## src/hdl/qph_pkg.sv

```systemverilog
// Shared types, sizes and codes of the quadratic probing hash table.
package qph_pkg;

   // Slot count. Slot arithmetic wraps by masking, so it must be a power of two.
   localparam int unsigned TABLE_SLOTS = 256;
   localparam int unsigned IDX_W       = $clog2(TABLE_SLOTS);
   localparam int unsigned PROBE_LIMIT = TABLE_SLOTS / 2;

   localparam int unsigned QUEUE_DEPTH = 2;
   localparam int unsigned QPTR_W      = (QUEUE_DEPTH > 1) ? $clog2(QUEUE_DEPTH) : 1;
   localparam int unsigned QCNT_W      = $clog2(QUEUE_DEPTH + 1);

   localparam logic [1:0] REQ_CLEAR  = 2'd0;
   localparam logic [1:0] REQ_INSERT = 2'd1;
   localparam logic [1:0] REQ_LOOKUP = 2'd2;

   typedef logic [IDX_W-1:0] slot_idx_type;

   typedef enum logic [1:0] {
      OP_CLEAR,
      OP_INSERT,
      OP_LOOKUP,
      OP_NONE
   } op_type;

   typedef enum logic {
      BK_IDLE,
      BK_PROBE
   } back_state_type;

   typedef struct packed {
      logic [1:0]  req_type;
      logic [31:0] key_id;
      logic [31:0] key_hash;
      logic [63:0] value_word;
      logic [3:0]  value_tag;
   } req_item_type;

   typedef struct packed {
      logic        status;
      logic        found;
      logic [63:0] found_value;
      logic [3:0]  found_tag;
   } rsp_item_type;

   // A classified request as it waits in the queue.
   typedef struct packed {
      op_type       op;
      logic [31:0]  key_id;
      slot_idx_type home;
      logic [63:0]  value_word;
      logic [3:0]   value_tag;
   } job_type;

   typedef struct packed {
      logic [31:0] key_id;
      logic [63:0] value_word;
      logic [3:0]  value_tag;
   } slot_entry_type;

   typedef struct packed {
      logic full;
      logic empty;
   } q_status_type;

endpackage

```

## src/hdl/qph_queue.sv

```systemverilog
// Short first-in first-out queue of decoded jobs between front and back end.
module qph_queue (
   input  logic                  clock,
   input  logic                  reset,
   input  logic                  push,
   input  qph_pkg::job_type      push_job,
   input  logic                  pop,
   output qph_pkg::job_type      head_job,
   output qph_pkg::q_status_type q_status
);
   import qph_pkg::*;

   job_type            entry_ff [QUEUE_DEPTH];
   logic [QPTR_W-1:0]  wr_ptr_ff;
   logic [QPTR_W-1:0]  wr_ptr_in;
   logic [QPTR_W-1:0]  rd_ptr_ff;
   logic [QPTR_W-1:0]  rd_ptr_in;
   logic [QCNT_W-1:0]  count_ff;
   logic [QCNT_W-1:0]  count_in;
   logic               do_push;
   logic               do_pop;

   assign q_status.full  = (count_ff == QCNT_W'(QUEUE_DEPTH));
   assign q_status.empty = (count_ff == '0);
   assign do_push        = push && !q_status.full;
   assign do_pop         = pop && !q_status.empty;
   assign head_job       = entry_ff[rd_ptr_ff];

   always_comb begin
      wr_ptr_in = wr_ptr_ff;
      rd_ptr_in = rd_ptr_ff;
      count_in  = count_ff;
      if (do_push) begin
         wr_ptr_in = (wr_ptr_ff == QPTR_W'(QUEUE_DEPTH - 1)) ? '0 : wr_ptr_ff + QPTR_W'(1);
      end
      if (do_pop) begin
         rd_ptr_in = (rd_ptr_ff == QPTR_W'(QUEUE_DEPTH - 1)) ? '0 : rd_ptr_ff + QPTR_W'(1);
      end
      if (do_push && !do_pop) begin
         count_in = count_ff + QCNT_W'(1);
      end else if (do_pop && !do_push) begin
         count_in = count_ff - QCNT_W'(1);
      end
   end

   always_ff @(posedge clock) begin
      if (reset) begin
         wr_ptr_ff <= '0;
         rd_ptr_ff <= '0;
         count_ff  <= '0;
      end else begin
         wr_ptr_ff <= wr_ptr_in;
         rd_ptr_ff <= rd_ptr_in;
         count_ff  <= count_in;
      end
   end

   always_ff @(posedge clock) begin
      if (do_push) begin
         entry_ff[wr_ptr_ff] <= push_job;
      end
   end

endmodule

```

## config.mk

```make
export PLATFORM = sky130hd
export DESIGN_NAME = qph_queue
export DESIGN_NICKNAME = d
export VERILOG_FILES = /design/src/hdl/qph_pkg.sv /design/src/hdl/qph_queue.sv
export SDC_FILE = /design/constraint.sdc
export NUM_CORES = 1
export LEC_CHECK = 0
export ABC_CLOCK_PERIOD_IN_PS = 9000
export BUFFER_PORTS_ARGS = -buffer_cell sky130_fd_sc_hd__clkbuf_2
export CAP_MARGIN = 20
export CORE_MARGIN = 5
export CORE_UTILIZATION = 40
export DETAILED_ROUTE_END_ITERATION = 16
export PLACE_DENSITY = 0.6
export RECOVER_POWER = 100
export SLEW_MARGIN = 25
export SYNTH_ARGS = -nofsm -noshare
export SYNTH_HDL_FRONTEND = slang
export SYNTH_SLANG_ARGS = --single-unit
```

## constraint.sdc

```tcl
create_clock -name clock -period 9 [get_ports clock]
set_clock_uncertainty 0.05 [all_clocks]
set_input_delay 0.9 -clock clock [delete_from_list [all_inputs] [get_ports clock]]
set_output_delay 0.9 -clock clock [all_outputs]
set_load 0.005 [all_outputs]
```

Yosys cells after proc, flatten, opt, wreduce, memory -nomap -nowiden:

Memory sizes are Yosys's and may differ from the RTL's. A register that Yosys moved wholly into a read port is not among the register bits.
Index checks and enable logic that the tools add are counted.

* register bits after elaboration: 4
* bits in latches: 0
* bits in writable memories: 220
* bits in read-only memories: 0
* bits of input ports: 114
* output and inout port bits: 112
* word-level logic and storage cells: 27
* memories kept: 1

Memory list
* entry_ff: words 2, width 110, rd ports 1, clocked after Yosys merged registers in 1, wr ports 1, RTL line qph_queue.sv:13 `job_type entry_ff [QUEUE_DEPTH];`

* add/subtract/negate cells: 4
* multiply operators: 0
* divide/modulo/power cells: 0
* magnitude comparators: 0
* equality and inequality tests: 1
* shift operators: 0
* mux-type cells: 8
* bitwise logic cells: 0
* reduce and logical (&&, ||, !) cells: 10

Operators by type and width (count)
* $mux W1: 6
* $logic_and A1 B1 Y1: 4
* $logic_not A1 Y1: 4
* $mux W2: 2
* $add A1 B1 Y1 const B: 2
* $add A2 B1 Y2 const B: 1
* $eq A2 B2 Y1 const B: 1
* $logic_not A2 Y1: 1
* $reduce_bool A2 Y1: 1
* $sub A2 B1 Y2 const B: 1

Logic depth before layout (Yosys ltp):

* word-level depth: 7
* mapped depth: 6
* gate-level depth less buffers: 6

Worst setup path after synthesis:

Ideal clock, no wire load.

* path type: input -> register
* start point: input push
* end point: memory entry_ff[1][0] (netlist bit) (enable)
* library setup time: 0.482 ns
* data arrival time: 3.630 ns
* data required time: 8.468 ns
* setup slack: 4.838 ns
* stages on the path: 3
* path buffers: 0
* path through: inv_1 > nor2_1 > and2_1

* longest elaborated chain between the ends: 3

Ends and longest elaborated chain
* from (decl): RTL line qph_queue.sv:5 `input logic push,`
* $logic_and A1 B1 Y1: RTL line qph_queue.sv:25 `assign do_push = push && !q_status.full;`
* via do_push: RTL line qph_queue.sv:20 `logic do_push;`
* $mux W1: RTL line qph_queue.sv:59 `if (do_push) begin`
* $mux W1 (not written as such): RTL line qph_queue.sv:60 `entry_ff[wr_ptr_ff] <= push_job;`
* to (decl): RTL line qph_queue.sv:13

The timed path passes the listed nets, and every way through them passes these cells.

Worst setup path in the final report:

* start point: input push
* end point: memory entry_ff[1][53] (netlist bit) (enable)

Same word-level chain as after synthesis.

==> reports/qor.yml <==
status:
  status: "complete, but fails checks"
  violations: "capacitance limit, slew limit"
sta:
  worst_pin_slew_ps: 3050
  rsz0062_at_grt: "false"
  finalSetupTns_ps: 0
  finalSetupViolations: 0
  period_minus_slack_ps: 4430
  finalHoldViolCount: 0
  slew_viol_final: 83
  relSlewSlack_pct: -103
  max_freq_ghz: 0.226
  finalCritPeriodShare_pct: 49.2
clock_network:
  holdBufCountCts: 0
  clock_latency_ps: 490
  clkSinkCount: 225
  clock_path_buffers: 3
  cts_resized: 0
  htreeDepth: 1
  clk_pin_slew_ps: 60
  cts_buffers: 22
  post_cts_buffers: 0
  clock-root-buffer: "clkbuf_16"
  cts_tree: "built"
job:
  drv_cap: 2
synthesis:
  ys_seq_area_share_pct: 81.9
  postSynthCellCount: 367
  ys.warnings.count: 0
  synth-seq-cells: 225
  synth_edf_count: 220
  synth_area_leaders: "edfxtp_1 81%, mux2_2 15%, buf_6 1.4%"
  syn_nets: 482
  ys.flop_type: "edfxtp_1"
  synth_area_leader_cell: "edfxtp_1"
  synthArstFlopShare_pct: 0
  syn-cell-area_mm2: 0.00819
  syn-mean-instance-area_um2: 22.3
  synth_common_cells: "220 x edfxtp_1, 110 x mux2_2, 10 x buf_6"
  yosys.cell_types.count: 15
  synth_top_area_share_pct: 80.7
  synth_most_common_cell: "edfxtp_1"
cells_and_area:
  antenna_cells: 0
  layout.nets: 722
  final_layout_size_suffix_gt1_share_pct: 30.7
  synthToLayoutAreaGrowth_pct: 22.3
  nFillCells: 1779
drt:
  wire_per_inst_um: 17.5
  vias_per_cell: 4.60
  drt_pre_antenna_iters: 4
  drt_iter0_drc: 159
  wirelength_um: 15600
  dr_total_vias: 4110
  ant_nets: 0
  drcViolationCount: 0
critical_path:
  cp_cell_sequence: "clkbuf_2 > inv_1 > nor2_1 > and2_0 > buf_4"
  slowest_delay_ps: 2220
  crit_arrival_ps: 4480
  cp-start-kind: "primary input"
  crit_slowest_cell: "and2_0"
  crit_fanout: 65
  crit_required_ps: 9060
  crit_type: "in2reg"
  end_kind: "register"
power:
  leakage_nw: 3.32
  vdd_ir_drop_max_mv: 0.233
  power_mw: 2.79
  p_per_area_mw_per_mm2: 279
floorplanning:
  die_h_um: 153
  row_count: 52
  ios: 226
  die_area_mm2: 0.0234
  start_util_pct: 40.6
  die_width_um: 153
  fp.coreArea_mm2: 0.0202
global_route:
  grt_pass1_vias: 4538
  grt_remaining_overflow: 0
  antenna_found_initial: 1
  grtUsageTotal_pct: 12.8
  grt_first_pass_wirelength_um: 24300
  grt_max_degree: 81
placement:
  place.gp.congestion: 0.728
  numPortBuffers: 225
  dp_hpwl_um: 10400
hold_path:
  hold_class: "reg2reg"
==> worst paths after layout <==
kind	cells past startpoint	endpoint	startpoint	slack, ps
worst max-delay path	5	entry_ff[1][53]$_DFFE_PP_	push	4570
worst min-delay path	2	rd_ptr_ff$_SDFFE_PP0P_	rd_ptr_ff$_SDFFE_PP0P_	460
worst max register to register	4	entry_ff[1][53]$_DFFE_PP_	count_ff[0]$_SDFFE_PP0P_	4580
worst min register to register	2	rd_ptr_ff$_SDFFE_PP0P_	rd_ptr_ff$_SDFFE_PP0P_	460
==> routing by layer <==
metal / up-vias / track usage [%] / share of wire [%]
met5: - / 0 / 0.077
met1: 2008 / 15.0 / 38
li1: 1940 / - / -
met4: 2 / 3.10 / 1.4
met3: 18 / 5.26 / 9.3
met2: 142 / 22.2 / 51
==> where the power goes <==
part | leakage [nW] | internal, mW | total [mW] | switching, mW
logic | 0.890 | 0.271 | 0.574 | 0.302
registers | 2.10 | 1.32 | 1.37 | 0.0493
clock network | 0.333 | 0.493 | 0.846 | 0.353
total | 3.32 | 2.08 | 2.79 | 0.705
==> registers in the layout, summed over array words and instances (netlist names), named ones only <==
| signal | cells |
|---|---|
| count_ff | 2 |
| rd_ptr_ff | 1 |
| wr_ptr_ff | 1 |
| entry_ff | 220 |
==> cells in the final DEF, fill, tap and decap left out <==
| cell | count |
|---|---|
| edfxtp_1 | 220 |
| clkbuf_1 | 174 |
| ha_1 | 1 |
| buf_6 | 2 |
| buf_4 | 1 |
| clkbuf_2 | 52 |
| or3_1 | 2 |
| clkinv_1 | 8 |
| nor2b_1 | 1 |
| bufinv_16 | 1 |
| inv_1 | 1 |
| clkinv_2 | 4 |
| xor2_1 | 3 |
| buf_1 | 2 |
| nor2_1 | 5 |
| mux2_1 | 4 |
| o21ai_0 | 3 |
| dfxtp_1 | 5 |
| a21oi_1 | 2 |
| clkbuf_16 | 23 |
| clkinvlp_2 | 1 |
| mux2_2 | 106 |
| clkinv_4 | 1 |
| and2_0 | 1 |
==> worst max-delay path: cells and delay by family <==
family	cells	cell delay [ps]
and+or+nand+nor	2	2380
buffers and inverters	3	1110
==> stage by stage <==
stage	std cells	setup WS (ps)	hold slack [ps]	area [um2]	utilization, %
after floorplan	367	4840	402	8190	-
after global placement	853	5780	433	9560	47.4
after detailed placement	853	5730	450	9560	47.4
after CTS	893	5360	468	10200	50.7
after global routing	893	4180	486	10000	49.7
final	893	4570	456	10000	49.7
==> logic make-up after synthesis <==
kind of cell	share of synthesized area (%)
DFF	81.9
muxes	15.1
adders and majority gates	0.153
AOI/OAI and AO/OA	0.306
xor gates and xnor gates	0.321
buffers and inverters	1.62
and+or+nand+nor	0.565
==> layout make-up <==
class	instances	area [um2]	share of cell area, %
Clock buffer	26	587	5.86
Clock inverter	14	88.8	0.887
Inverter	2	8.76	0.0875
Multi-Input combinational cell	128	1350	13.4
Sequential cell	225	6710	67.0
Tap cell	270	338	3.37
Timing Repair Buffer	228	940	9.38
Note: power is estimated with default switching activity, not from simulation.
