## src/hdl/qph_pkg.sv

```systemverilog
// Shared types, sizes and codes of the quadratic probing hash table.
package qph_pkg;

   // Slot count. Slot arithmetic wraps by masking, so it must be a power of two.
   localparam int unsigned TABLE_SLOTS = 256;
   localparam int unsigned IDX_W       = $clog2(TABLE_SLOTS);
   localparam int unsigned PROBE_LIMIT = TABLE_SLOTS / 2;

   localparam int unsigned QUEUE_DEPTH = 2;
   localparam int unsigned QPTR_W      = (QUEUE_DEPTH > 1) ? $clog2(QUEUE_DEPTH) : 1;
   localparam int unsigned QCNT_W      = $clog2(QUEUE_DEPTH + 1);

   localparam logic [1:0] REQ_CLEAR  = 2'd0;
   localparam logic [1:0] REQ_INSERT = 2'd1;
   localparam logic [1:0] REQ_LOOKUP = 2'd2;

   typedef logic [IDX_W-1:0] slot_idx_type;

   typedef enum logic [1:0] {
      OP_CLEAR,
      OP_INSERT,
      OP_LOOKUP,
      OP_NONE
   } op_type;

   typedef enum logic {
      BK_IDLE,
      BK_PROBE
   } back_state_type;

   typedef struct packed {
      logic [1:0]  req_type;
      logic [31:0] key_id;
      logic [31:0] key_hash;
      logic [63:0] value_word;
      logic [3:0]  value_tag;
   } req_item_type;

   typedef struct packed {
      logic        status;
      logic        found;
      logic [63:0] found_value;
      logic [3:0]  found_tag;
   } rsp_item_type;

   // A classified request as it waits in the queue.
   typedef struct packed {
      op_type       op;
      logic [31:0]  key_id;
      slot_idx_type home;
      logic [63:0]  value_word;
      logic [3:0]   value_tag;
   } job_type;

   typedef struct packed {
      logic [31:0] key_id;
      logic [63:0] value_word;
      logic [3:0]  value_tag;
   } slot_entry_type;

   typedef struct packed {
      logic full;
      logic empty;
   } q_status_type;

endpackage

```

## src/hdl/qph_front.sv

```systemverilog
// Front end: takes requests, decodes the request type and the home slot.
module qph_front (
   input  logic                 clock,
   input  logic                 reset,
   input  logic                 start,
   output logic                 busy,
   input  qph_pkg::req_item_type req_data,
   input  qph_pkg::q_status_type q_status,
   output logic                 push,
   output qph_pkg::job_type     push_job
);
   import qph_pkg::*;

   logic    front_vld_ff;
   logic    front_vld_in;
   job_type job_ff;
   job_type job_in;
   job_type decoded;
   logic    accept;

   always_comb begin
      decoded            = '0;
      decoded.key_id     = req_data.key_id;
      decoded.home       = req_data.key_hash[IDX_W-1:0];
      decoded.value_word = req_data.value_word;
      decoded.value_tag  = req_data.value_tag;
      case (req_data.req_type)
         REQ_CLEAR:  decoded.op = OP_CLEAR;
         REQ_INSERT: decoded.op = OP_INSERT;
         REQ_LOOKUP: decoded.op = OP_LOOKUP;
         default:    decoded.op = OP_NONE;
      endcase
   end

   // The held request moves on whenever the queue has room.
   assign push   = front_vld_ff && !q_status.full;
   assign busy   = front_vld_ff && q_status.full;
   assign accept = start && !busy;

   assign front_vld_in = accept || (front_vld_ff && !push);
   assign job_in       = accept ? decoded : job_ff;
   assign push_job     = job_ff;

   always_ff @(posedge clock) begin
      if (reset) begin
         front_vld_ff <= 1'b0;
      end else begin
         front_vld_ff <= front_vld_in;
      end
   end

   always_ff @(posedge clock) begin
      job_ff <= job_in;
   end

endmodule

```

## config.mk

```make
export PLATFORM = sky130hd
export DESIGN_NAME = qph_front
export DESIGN_NICKNAME = d
export VERILOG_FILES = /design/src/hdl/qph_pkg.sv /design/src/hdl/qph_front.sv
export SDC_FILE = /design/constraint.sdc
export NUM_CORES = 1
export LEC_CHECK = 0
export ABC_AREA = 1
export BUFFER_PORTS_ARGS = -buffer_cell sky130_fd_sc_hd__buf_2
export CELL_PAD_IN_SITES_DETAIL_PLACEMENT = 0
export CELL_PAD_IN_SITES_GLOBAL_PLACEMENT = 1
export CORE_MARGIN = 8
export CORE_UTILIZATION = 28
export DETAILED_ROUTE_END_ITERATION = 8
export PLACE_DENSITY_LB_ADDON = 0.3
export SLEW_MARGIN = 30
export SYNTH_ARGS = -nofsm -noshare
export SYNTH_HDL_FRONTEND = slang
export SYNTH_SLANG_ARGS = --single-unit
export TNS_END_PERCENT = 50
```

## constraint.sdc

```tcl
create_clock -name clock -period 6.03 [get_ports clock]
set_input_delay 0.603 -clock clock [delete_from_list [all_inputs] [get_ports clock]]
set_output_delay 0.603 -clock clock [all_outputs]
set_load 0.03 [all_outputs]
```

# Yosys cells after proc, flatten, opt, wreduce, memory -nomap -nowiden
# Cells that the tools add are included.
# word_totals
ff_bits	111
in_bits	139
output_inout_bits	112
word_cells	18
# classes
eq_ne	2
mux	1
reduce_logical	9
# op_table
operator	n
case mux 2 bit (3 select lines)	1
logical AND 1 bit	4
zero test 1 bit	3
== test 2 x 1 -> 1 bit, second input constant	1
== test 2 bit, second input constant	1
zero test 2 bit	1
logical OR 1 bit	1

# Logic depth before layout (Yosys ltp)
# Gate-level depths: netlist (run 1).
# depth
depth_word	5
depth_mapped	3
mapped_depth_nobuf	3

# Least setup slack after synthesis (run 1)
# No wires, ideal clock.
# synth_path
kind	input to register
startpoint	input q_status[1] in the netlist's numbering
endpoint	register job_ff, in the netlist push_job[0] (enable)
setup_time_ns	0.580
arrival_time_ns	5.353
required_ns	5.450
setup_slack_ns	0.097
cell_stages	3
path_buffers	0
path_cell_list	nand2_2 > inv_2 > nor2_1
# synth_between
elab_chain_cells	3
# synth_lines
item	line	source
start, declared	qph_front.sv:8	input qph_pkg::q_status_type q_status,
logical AND 1 bit	qph_front.sv:37	assign busy = front_vld_ff && q_status.full;
via busy	qph_front.sv:6	output logic busy,
zero test 1 bit	qph_front.sv:38	assign accept = start && !busy;
logical AND 1 bit	qph_front.sv:38	
via accept	qph_front.sv:19	logic accept;
end signal, assigned	qph_front.sv:53	job_ff <= job_in;
end, declared	qph_front.sv:16	job_type job_ff;
# The timed path passes the listed nets, and every way through them passes these cells.
# A chain may end at the register's enable or synchronous reset.

# Final worst setup path (run 1)
# layout_path
startpoint	register front_vld_ff
endpoint	output busy
# layout_between
elab_chain_cells	1
# layout_lines
item	line	source
start, declared	qph_front.sv:14	logic front_vld_ff;
start signal, assigned	qph_front.sv:48	front_vld_ff <= front_vld_in;
logical AND 1 bit	qph_front.sv:37	
end, declared	qph_front.sv:6	
# No other way between the ends.

==> results.sh, run 1 <==
export IMPL_outcome="completed"
export IMPL_rsz0062_at_grt="false"
export IMPL_drt_first_pass_iters=4
export IMPL_die_area_um2=15800
export IMPL_clkTransAtPathRegs_ps=70
export IMPL_finalHoldViolCount=0
export IMPL_fmax_mhz=603
export IMPL_syn_area_um2=3360
export IMPL_rows=40
export IMPL_yosys_top_cells_area="edfxtp_1, dfxtp_1, a21oi_2, clkbuf_1, inv_1"
export IMPL_dpl_cell_area_um2=4690
export IMPL_start_util=0.284
export IMPL_cts_made_buffers=9
export IMPL_worst_setup_path_end_kind="output port"
export IMPL_fin_util=0.421
export IMPL_vias=2045
export IMPL_syn_num_nets=259
export IMPL_post_cts_buffers=0
export IMPL_cts_hold_buf=0
export IMPL_grt_pass1_vias=2365
export IMPL_reg2reg_depth=4
export IMPL_hold_depth=2
export IMPL_netlist_area_leader_share=0.982
export IMPL_required_ps=5430
export IMPL_setup_viol=0
export IMPL_crit_path_top_delay_cell="dfxtp_1"
export IMPL_die_x_um=126
export IMPL_nNetsFinal=495
export IMPL_worstPathMaxFanout=2
export IMPL_antenna_found_initial=0
export IMPL_min_period_ps=1660
export IMPL_dp_hpwl_mm=7.43
export IMPL_gr_total_overflow=0
export IMPL_ys_seq_elements=111
export IMPL_dp_slack_ps=4010
export IMPL_yosys_warnings=0
export IMPL_startpoint_type="flip-flop"
export IMPL_slew_viol_final=0
export IMPL_grt_max_degree=69
export IMPL_grt_pass1_wl_mm=14.0
export IMPL_worst_hold_path_type="input port to flip-flop"
export IMPL_syn2layout_area_growth_pct=48.4
export IMPL_slew_headroom=0.441
export IMPL_cap_violations=0
export IMPL_r2r_end="push_job[101]"
export IMPL_filler_cell_count=1100
export IMPL_drt_first_iter_violations=68
export IMPL_core_um2=11900
export IMPL_min_from="reset"
export IMPL_setup_ws_ps=4370
export IMPL_fin_hold_ws_ps=414
export IMPL_io_buffers=225
export IMPL_hold_end="front_vld_ff"
export IMPL_diodes=0
export IMPL_rrSetupSlack_ps=4430
export IMPL_drive_gt1_frac=0.684
export IMPL_power_leakage_nw=2.14
export IMPL_synth_area_per_cell_um2=28.0
export IMPL_wl_mm=9.43
export IMPL_ir_drop_mv=0.192
export IMPL_viasPerCell=4.03
export IMPL_arrival_ps=1060
export IMPL_synth_edf_count=110
export IMPL_die_height_um=126
export IMPL_post_route_cell_area_um2=4990
export IMPL_synthFlopType="edfxtp_1"
export IMPL_worst_pin_slew_ps=839
export IMPL_ys_top_cells_by_count="edfxtp_1, clkbuf_1, inv_1, nor2_1"
export IMPL_clock_tree_root_cell="clkbuf_16"
export IMPL_tns_ps=0
export IMPL_drtAntennaViolNets=0
export IMPL_synthCells=120
export IMPL_cp_cell_sequence="nand2_2 > inv_2 > buf_2"
export IMPL_max_stage_delay_ps=350
export IMPL_fin_crit_sh=0.275
export IMPL_synth_cell_types=8
export IMPL_clk_insertion_delay_late_ps=350
export IMPL_ctsHtreeMaxLevel=3
export IMPL_worstSetupPathType="flip-flop to output port"
export IMPL_ios=251
export IMPL_ctsResizeCount=0
export IMPL_r2r_start="front_vld_ff"
export IMPL_async_flop_share=0
export IMPL_clock_sinks=111
export IMPL_grtUsageTotal=0.121
export IMPL_power_density_nw_per_um2=342
export IMPL_gp_congestion=0.691
export IMPL_cts_tree="yes"
export IMPL_synth_top_area_cell="edfxtp_1"
export IMPL_clk_path_buf_depth=2
export IMPL_wl_per_cell_um=18.6
export IMPL_fin_skew_ps=2.72
export IMPL_ys_seq_area_frac=0.988
export IMPL_synth_most_common_cell="edfxtp_1"
export IMPL_drc=0
==> flip-flops by register name, indices dropped and copies added, names as in the netlist <==
signal / cells
front_vld_ff: 1
push_job: 110
==> cells by family after synthesis <==
logic type | Yosys count | synth area share
DFF | 111 | 0.988
buffers and inverters | 5 | 0.00558
and+or+nand+nor | 3 | 0.00409
AOI/OAI and AO/OA | 1 | 0.00260
==> worst max path at each step <==
| stage | from | end | slack, ps | cells past startpoint |
|---|---|---|---|---|
| floorplan | q_status[1] | push_job[0] | 100 | 3 |
| global placement | q_status[1] | push_job[108] | 4050 | 5 |
| detailed placement | q_status[1] | push_job[101] | 4010 | 5 |
| CTS | front_vld_ff | busy | 4350 | 3 |
| global route | q_status[1] | push_job[90] | 4300 | 5 |
| finish | front_vld_ff | busy | 4370 | 3 |
==> cell type report <==
| type | instances | area, µm² | area share |
|---|---|---|---|
| clock inverters | 7 | 77.6 | 0.0155 |
| flip-flops and latches | 111 | 3320 | 0.666 |
| multi-input cells | 4 | 30.0 | 0.00602 |
| clock buffers | 9 | 225 | 0.0451 |
| repair buffers | 227 | 1140 | 0.229 |
| well taps | 147 | 184 | 0.0368 |
| inverters | 3 | 11.3 | 0.00226 |
==> critical path: cells and delay by family (launching register included) <==
family                 cells  cell delay [ps]
buffers and inverters      2              280
flip-flops                 1              350
AND/OR/NAND/NOR            1               80
==> report_power, final <==
part | leakage (nW) | internal [mW] | switching, mW | total [mW]
Sequential | 1.07 | 0.902 | 0.00997 | 0.912
Combinational | 0.921 | 0.0552 | 0.137 | 0.192
Clock | 0.147 | 0.328 | 0.276 | 0.604
==> metal layers <==
| metal | up-vias | routed length (µm) | GRT usage |
|---|---|---|---|
| met5 | - | 0 | 0 |
| met1 | 952 | 2890 | 0.100 |
| met2 | 130 | 4770 | 0.205 |
| met4 | 0 | 172 | 0.0487 |
| li1 | 948 | - | - |
| met3 | 15 | 1600 | 0.0992 |
==> metrics by stage <==
| step | total power [mW] | instances |
|---|---|---|
| after floorplan | 1.04 | 120 |
| after global placement | 1.12 | 492 |
| after detailed placement | 1.13 | 492 |
| after CTS | 1.73 | 508 |
| after global routing | 1.77 | 508 |
| final | 1.71 | 508 |
==> cells in the final DEF, fill, tap and decap left out, drive strengths merged <==
cell	instances
a21oi	1
nand2	1
clkinv	1
buf	227
edfxtp	110
clkinvlp	1
nor2	2
clkbuf	9
inv	7
dfxtp	1
bufinv	1
(Power assumes the default switching activity.)
==> inputs of run 2 (changes only) <==
- CORE_UTILIZATION: 28 -> 31
- clock period: 6.03 -> 1.6 ns (I/O delays scaled with it)
==> results.sh, run 2 <==
export IMPL_synth_area_per_cell_um2=28.0
export IMPL_syn_num_nets=259
export IMPL_cts_made_buffers=9
export IMPL_synth_top_family_by_area="buffers and inverters"
export IMPL_yosys_warnings=0
export IMPL_placed_cells=485
export IMPL_post_cts_buffers=0
export IMPL_dpl_cell_area_um2=4710
export IMPL_synth_area_mux_share=0
export IMPL_clk_path_buf_depth=2
export IMPL_synthCells=120
export IMPL_synth_top_area_cell="edfxtp_1"
export IMPL_synth_xor_area_share=0
export IMPL_yosys_area_share_simple=0.00409
export IMPL_ys_seq_elements=111
export IMPL_outcome="stopped before the end"
export IMPL_die_height_um=120
export IMPL_stop_error="[ERROR RSZ-0060] Max buffer count reached."
export IMPL_synth_most_common_cell="edfxtp_1"
export IMPL_cts_hold_buf=101
export IMPL_failing_step="clock tree synthesis"
export IMPL_io_buffers=225
export IMPL_synth_compound_area_frac=0.00260
export IMPL_netlist_area_leader_share=0.982
export IMPL_ios=251
export IMPL_synthFlopType="edfxtp_1"
export IMPL_syn_area_um2=3360
export IMPL_ys_top_cells_by_count="edfxtp_1, clkbuf_1, inv_1, nor2_1"
export IMPL_die_x_um=120
export IMPL_synth_edf_count=110
export IMPL_yosys_top_cells_area="edfxtp_1, dfxtp_1, a21oi_2, clkbuf_1, inv_1"
export IMPL_clock_sinks=111
export IMPL_ctsResizeCount=0
export IMPL_ctsHtreeMaxLevel=3
export IMPL_clock_tree_root_cell="clkbuf_8"
export IMPL_gp_congestion=0.710
export IMPL_synth_fa_ha_area_frac=0
export IMPL_ys_seq_area_frac=0.988
export IMPL_start_util=0.315
export IMPL_rows=38
export IMPL_synth_cell_types=8
export IMPL_async_flop_share=0
[run 2: cell families after synthesis]
kind of cell,after synthesis
simple gates,3
compound gates,1
flops,111
buf+inv,5
[run 2: per-stage QoR]
stage | setup WS [ps] | hold WS, ps | utilization | setup TNS [ps]
2_1_floorplan | -915 | 222 | - | -100660
3_3_place_gp | 336 | 325 | 0.440 | 0
3_5_place_dp | 315 | 322 | 0.440 | 0
==> inputs of run 3 (changes only) <==
- CELL_PAD_IN_SITES_DETAIL_PLACEMENT: 0 -> default
- CELL_PAD_IN_SITES_GLOBAL_PLACEMENT: 1 -> default
- CORE_UTILIZATION: 31 -> 20
- PLACE_DENSITY_LB_ADDON: 0.3 -> 0.15
==> results.sh, run 3 (synthesized netlist as in run 1, its figures left out) <==
export IMPL_outcome="completed"
export IMPL_dpl_cell_area_um2=4810
export IMPL_slew_headroom=0.769
export IMPL_worst_hold_path_type="input port to flip-flop"
export IMPL_die_x_um=146
export IMPL_grt_max_degree=62
export IMPL_met1_length_mm=3.71
export IMPL_p_comb_frac=0.143
export IMPL_core_um2=16500
export IMPL_crit_family="buffers and inverters"
export IMPL_worst_pin_slew_ps=347
export IMPL_grt_pass1_vias=2938
export IMPL_drtAntennaViolNets=0
export IMPL_nNetsFinal=606
export IMPL_clock_tree_root_cell="clkbuf_16"
export IMPL_power_leakage_nw=2.61
export IMPL_cp_num_buf_inv=2
export IMPL_fin_crit_sh=0.820
export IMPL_gp_congestion=0.686
export IMPL_cp_cell_sequence="nand2_2 > inv_4 > nor2_4 > buf_12"
export IMPL_filler_cell_count=1561
export IMPL_tns_ps=0
export IMPL_post_route_cell_area_um2=6220
export IMPL_startpoint_type="flip-flop"
export IMPL_wl_per_cell_um=15.3
export IMPL_setup_viol=0
export IMPL_swShare=0.248
export IMPL_rsz0062_at_grt="false"
export IMPL_vias=2459
export IMPL_fin_hold_ws_ps=112
export IMPL_diodes=0
export IMPL_cts_tree="yes"
export IMPL_clk_path_buf_depth=2
export IMPL_clk_insertion_delay_late_ps=350
export IMPL_worst_setup_path_end_kind="flip-flop"
export IMPL_clkTransAtPathRegs_ps=80
export IMPL_arrival_ps=1320
export IMPL_final_cell_mix="buf_2, dlygate4sd3_1, edfxtp_1, clkbuf_16"
export IMPL_io_buffers=225
export IMPL_syn2layout_area_growth_pct=85.0
export IMPL_layout_commonest_cell="buf_2"
export IMPL_pwr_share_seq=0.514
export IMPL_die_area_um2=21200
export IMPL_fin_skew_ps=11.4
export IMPL_rows=47
export IMPL_worstSetupPathType="flip-flop to flip-flop"
export IMPL_p_total_mw=6.68
export IMPL_cts_made_buffers=9
export IMPL_p_int_mw=5.02
export IMPL_gr_total_overflow=0
export IMPL_clock_sinks=111
export IMPL_ir_drop_mv=0.477
export IMPL_power_density_nw_per_um2=1070
export IMPL_clock_power_share=0.343
export IMPL_viasPerCell=3.55
export IMPL_drc=0
export IMPL_min_period_ps=1310
export IMPL_wl_mm=10.6
export IMPL_cap_violations=0
export IMPL_die_height_um=146
export IMPL_top_layer="met5"
export IMPL_required_ps=1610
export IMPL_finalHoldViolCount=0
export IMPL_wl_met3_mm=1.28
export IMPL_fmax_mhz=763
export IMPL_drive_gt1_frac=0.521
export IMPL_grt_pass1_wl_mm=16.1
export IMPL_drt_first_pass_iters=4
export IMPL_dp_slack_ps=311
export IMPL_p_switching_mw=1.66
export IMPL_max_stage_delay_ps=320
export IMPL_crit_path_top_delay_cell="dfxtp_1"
export IMPL_drt_first_iter_violations=85
export IMPL_antenna_found_initial=1
export IMPL_wl_met2_mm=5.41
export IMPL_largest_reg_flops=110
export IMPL_grtUsageTotal=0.0995
export IMPL_slew_viol_final=0
export IMPL_ctsHtreeMaxLevel=3
export IMPL_setup_ws_ps=289
export IMPL_worstPathMaxFanout=61
export IMPL_start_util=0.204
export IMPL_ios=251
[run 3: per-stage QoR]
stage,utilization,std cells
final,0.377,692
after global routing,0.377,692
after CTS,0.377,692
after detailed placement,0.291,565
after global placement,0.291,565
after floorplan,-,120
[run 3: area by class of cell]
cell class | instances | area (µm²) | share of cell area
clock inverter | 7 | 80.1 | 0.0129
inverter | 3 | 13.8 | 0.00221
clock buffer | 9 | 225 | 0.0362
tap | 220 | 275 | 0.0442
sequential | 111 | 3320 | 0.534
multi-input combinational | 4 | 30.0 | 0.00482
timing repair buffer | 338 | 2280 | 0.366
[run 3: final timing paths]
path,from,end,slack [ps],cells after the start
min,q_status[1],front_vld_ff,110,3
max,front_vld_ff,push_job[79],290,4
max reg2reg,front_vld_ff,push_job[79],290,4
min reg2reg,front_vld_ff,front_vld_ff,510,2
[run 3: layer usage]
layer  vias to the layer above  global-route usage
li1                       1168                   -
met1                      1146              0.0884
met2                       128               0.174
met3                        15              0.0656
met4                         2              0.0406
met5                         -                   0
[run 3: power by group through the flow]
stage | registers (mW) | clock network, mW | logic [mW]
after floorplan | 3.85 | 0 | 0.0641
after global placement | 3.50 | 0 | 0.757
after detailed placement | 3.50 | 0 | 0.756
after CTS | 3.43 | 2.40 | 0.973
after global routing | 3.45 | 2.50 | 1.01
final | 3.43 | 2.29 | 0.956
[run 3: worst register-to-register path: cells and delay by family (launching register included)]
| kind | cells | cell delay, ps |
|---|---|---|
| flops | 1 | 320 |
| buf+inv | 2 | 330 |
| simple gates | 2 | 240 |
[run 3: repair_timing]
item	4_1_cts	5_1_grt
gates resized for setup	0	0
hold buffers	111	0
endpoints found under the hold margin	111	0
buffers inserted	0	0
endpoints found under the setup margin	0	0
==> inputs of run 4 (changes only) <==
- clock period: 1.6 -> 1.1 ns (I/O delays scaled with it)
==> results.sh, run 4 (synthesized netlist as in run 1, its figures left out) <==
export IMPL_outcome="finished, violations left"
export IMPL_failed_checks="negative setup slack"
export IMPL_setup_ws_ps=-114
export IMPL_ios=251
export IMPL_largest_reg_flops=110
export IMPL_setup_viol=111
export IMPL_die_x_um=146
export IMPL_clk_path_buf_depth=2
export IMPL_pwr_share_seq=0.520
export IMPL_arrival_ps=1280
export IMPL_p_comb_frac=0.161
export IMPL_worst_pin_slew_ps=202
export IMPL_instances_no_fill=706
export IMPL_cp_num_buf_inv=3
export IMPL_rows=47
export IMPL_die_area_um2=21200
export IMPL_min_period_ps=1210
export IMPL_clk_insertion_delay_late_ps=350
export IMPL_start_util=0.204
export IMPL_power_leakage_nw=2.73
export IMPL_worstSetupPathType="flip-flop to flip-flop"
export IMPL_ir_drop_mv=0.676
export IMPL_clock_tree_root_cell="clkbuf_16"
export IMPL_wl_mm=11.3
export IMPL_final_cell_mix="buf_2, dlygate4sd3_1, edfxtp_1, clkbuf_16, buf_4"
export IMPL_drc=0
export IMPL_filler_cell_count=1530
export IMPL_cap_violations=0
export IMPL_rsz0062_at_grt="true"
export IMPL_drt_first_iter_violations=90
export IMPL_die_height_um=146
export IMPL_p_int_mw=7.19
export IMPL_required_ps=1170
export IMPL_wl_per_cell_um=16.0
export IMPL_layout_commonest_cell="buf_2"
export IMPL_clock_sinks=111
export IMPL_gp_congestion=0.742
export IMPL_cts_made_buffers=9
export IMPL_fmax_mhz=824
export IMPL_p_total_mw=9.61
export IMPL_grt_pass1_vias=2913
export IMPL_grtUsageTotal=0.104
export IMPL_finalHoldViolCount=0
export IMPL_power_density_nw_per_um2=1490
export IMPL_antenna_found_initial=0
export IMPL_worst_setup_path_end_kind="flip-flop"
export IMPL_worst_hold_path_type="input port to flip-flop"
export IMPL_startpoint_type="flip-flop"
export IMPL_crit_family="buffers and inverters"
export IMPL_syn2layout_area_growth_pct=92.3
export IMPL_grt_pass1_wl_mm=16.6
export IMPL_ctsHtreeMaxLevel=3
export IMPL_viasPerCell=3.57
export IMPL_worstPathMaxFanout=11
export IMPL_max_stage_delay_ps=330
export IMPL_vias=2522
export IMPL_slew_viol_final=0
export IMPL_swShare=0.252
export IMPL_diodes=0
export IMPL_p_switching_mw=2.42
export IMPL_crit_path_top_delay_cell="dfxtp_2"
export IMPL_clock_power_share=0.319
export IMPL_drtAntennaViolNets=0
export IMPL_drt_first_pass_iters=4
export IMPL_grt_max_degree=26
export IMPL_slew_headroom=0.866
export IMPL_placed_cells=567
export IMPL_fin_skew_ps=8.31
export IMPL_gr_total_overflow=0
export IMPL_clkTransAtPathRegs_ps=70
export IMPL_io_buffers=225
export IMPL_fin_crit_sh=1.10
export IMPL_cp_cell_sequence="nand2_2 > inv_4 > nor2_4 > buf_4 > clkbuf_16"
export IMPL_cts_tree="yes"
export IMPL_core_um2=16500
export IMPL_dp_hpwl_mm=8.03
export IMPL_drive_gt1_frac=0.539
export IMPL_nNetsFinal=621
[run 4: changes by cell type in the layout (fill, tap and decap cells not counted), moves of 2 or more]
cell,previous run,this run
buf_4,0,7
buf_16,0,4
clkbuf_16,9,12
buf_2,225,223
buf_6,0,2
[run 4: area by class of cell]
cell class / instances / area [µm²] / area share
flip-flops and latches: 111 / 3320 / 0.514
repair buffers: 353 / 2550 / 0.394
well taps: 220 / 275 / 0.0425
clock buffers: 9 / 225 / 0.0348
clock inverters: 6 / 55.1 / 0.00851
multi-input cells: 4 / 30.0 / 0.00464
inverters: 3 / 13.8 / 0.00213
[run 4: worst register-to-register path: cells and delay by family (launching register included)]
family / cells / cell delay [ps]
flops: 1 / 330
buf+inv: 3 / 390
simple gates: 2 / 220
[run 4: worst paths after layout]
| check | start | to | slack [ps] | cells past startpoint |
|---|---|---|---|---|
| worst min-delay path | start | front_vld_ff | 70 | 3 |
| worst max-delay path | front_vld_ff | push_job[107] | -110 | 5 |
| worst max register to register | front_vld_ff | push_job[107] | -110 | 5 |
| worst min register to register | front_vld_ff | front_vld_ff | 590 | 3 |
[run 4: repair_timing]
item,4_1_cts,5_1_grt
gates resized for setup,12,0
pin swaps,2,0
setup buffers,6,0
hold buffers,111,0
gates cloned,4,3
endpoints found under the hold margin,111,0
endpoints found under the setup margin,112,114
[run 4: power groups by stage]
stage                     logic, mW  clock network, mW  registers (mW)
after floorplan              0.0933                  0            5.60
after global placement         1.10                  0            5.10
after detailed placement       1.11                  0            5.09
after CTS                      1.53               3.20            5.00
after global routing           1.63               3.33            5.02
final                          1.55               3.07            5.00
[run 4: metrics by stage]
step | worst slack (ps) | setup TNS [ps] | cell area, µm² | utilization | hold WS [ps]
6_report | -114 | -9990 | 6470 | 0.392 | 74.7
2_1_floorplan | -1420 | -155660 | 3370 | - | 172
3_5_place_dp | -156 | -15590 | 4820 | 0.292 | 285
4_1_cts | -110 | -10570 | 6400 | 0.387 | 53.4
3_3_place_gp | -149 | -14750 | 4820 | 0.292 | 287
5_1_grt | -179 | -17610 | 6470 | 0.392 | 92.2
[run 4: per-layer routing]
layer	part of all wire	vias up	track usage
met5	0	-	0
met4	0.019	0	0.0453
met3	0.11	15	0.0619
met2	0.52	134	0.183
met1	0.34	1168	0.0955
li1	-	1205	-
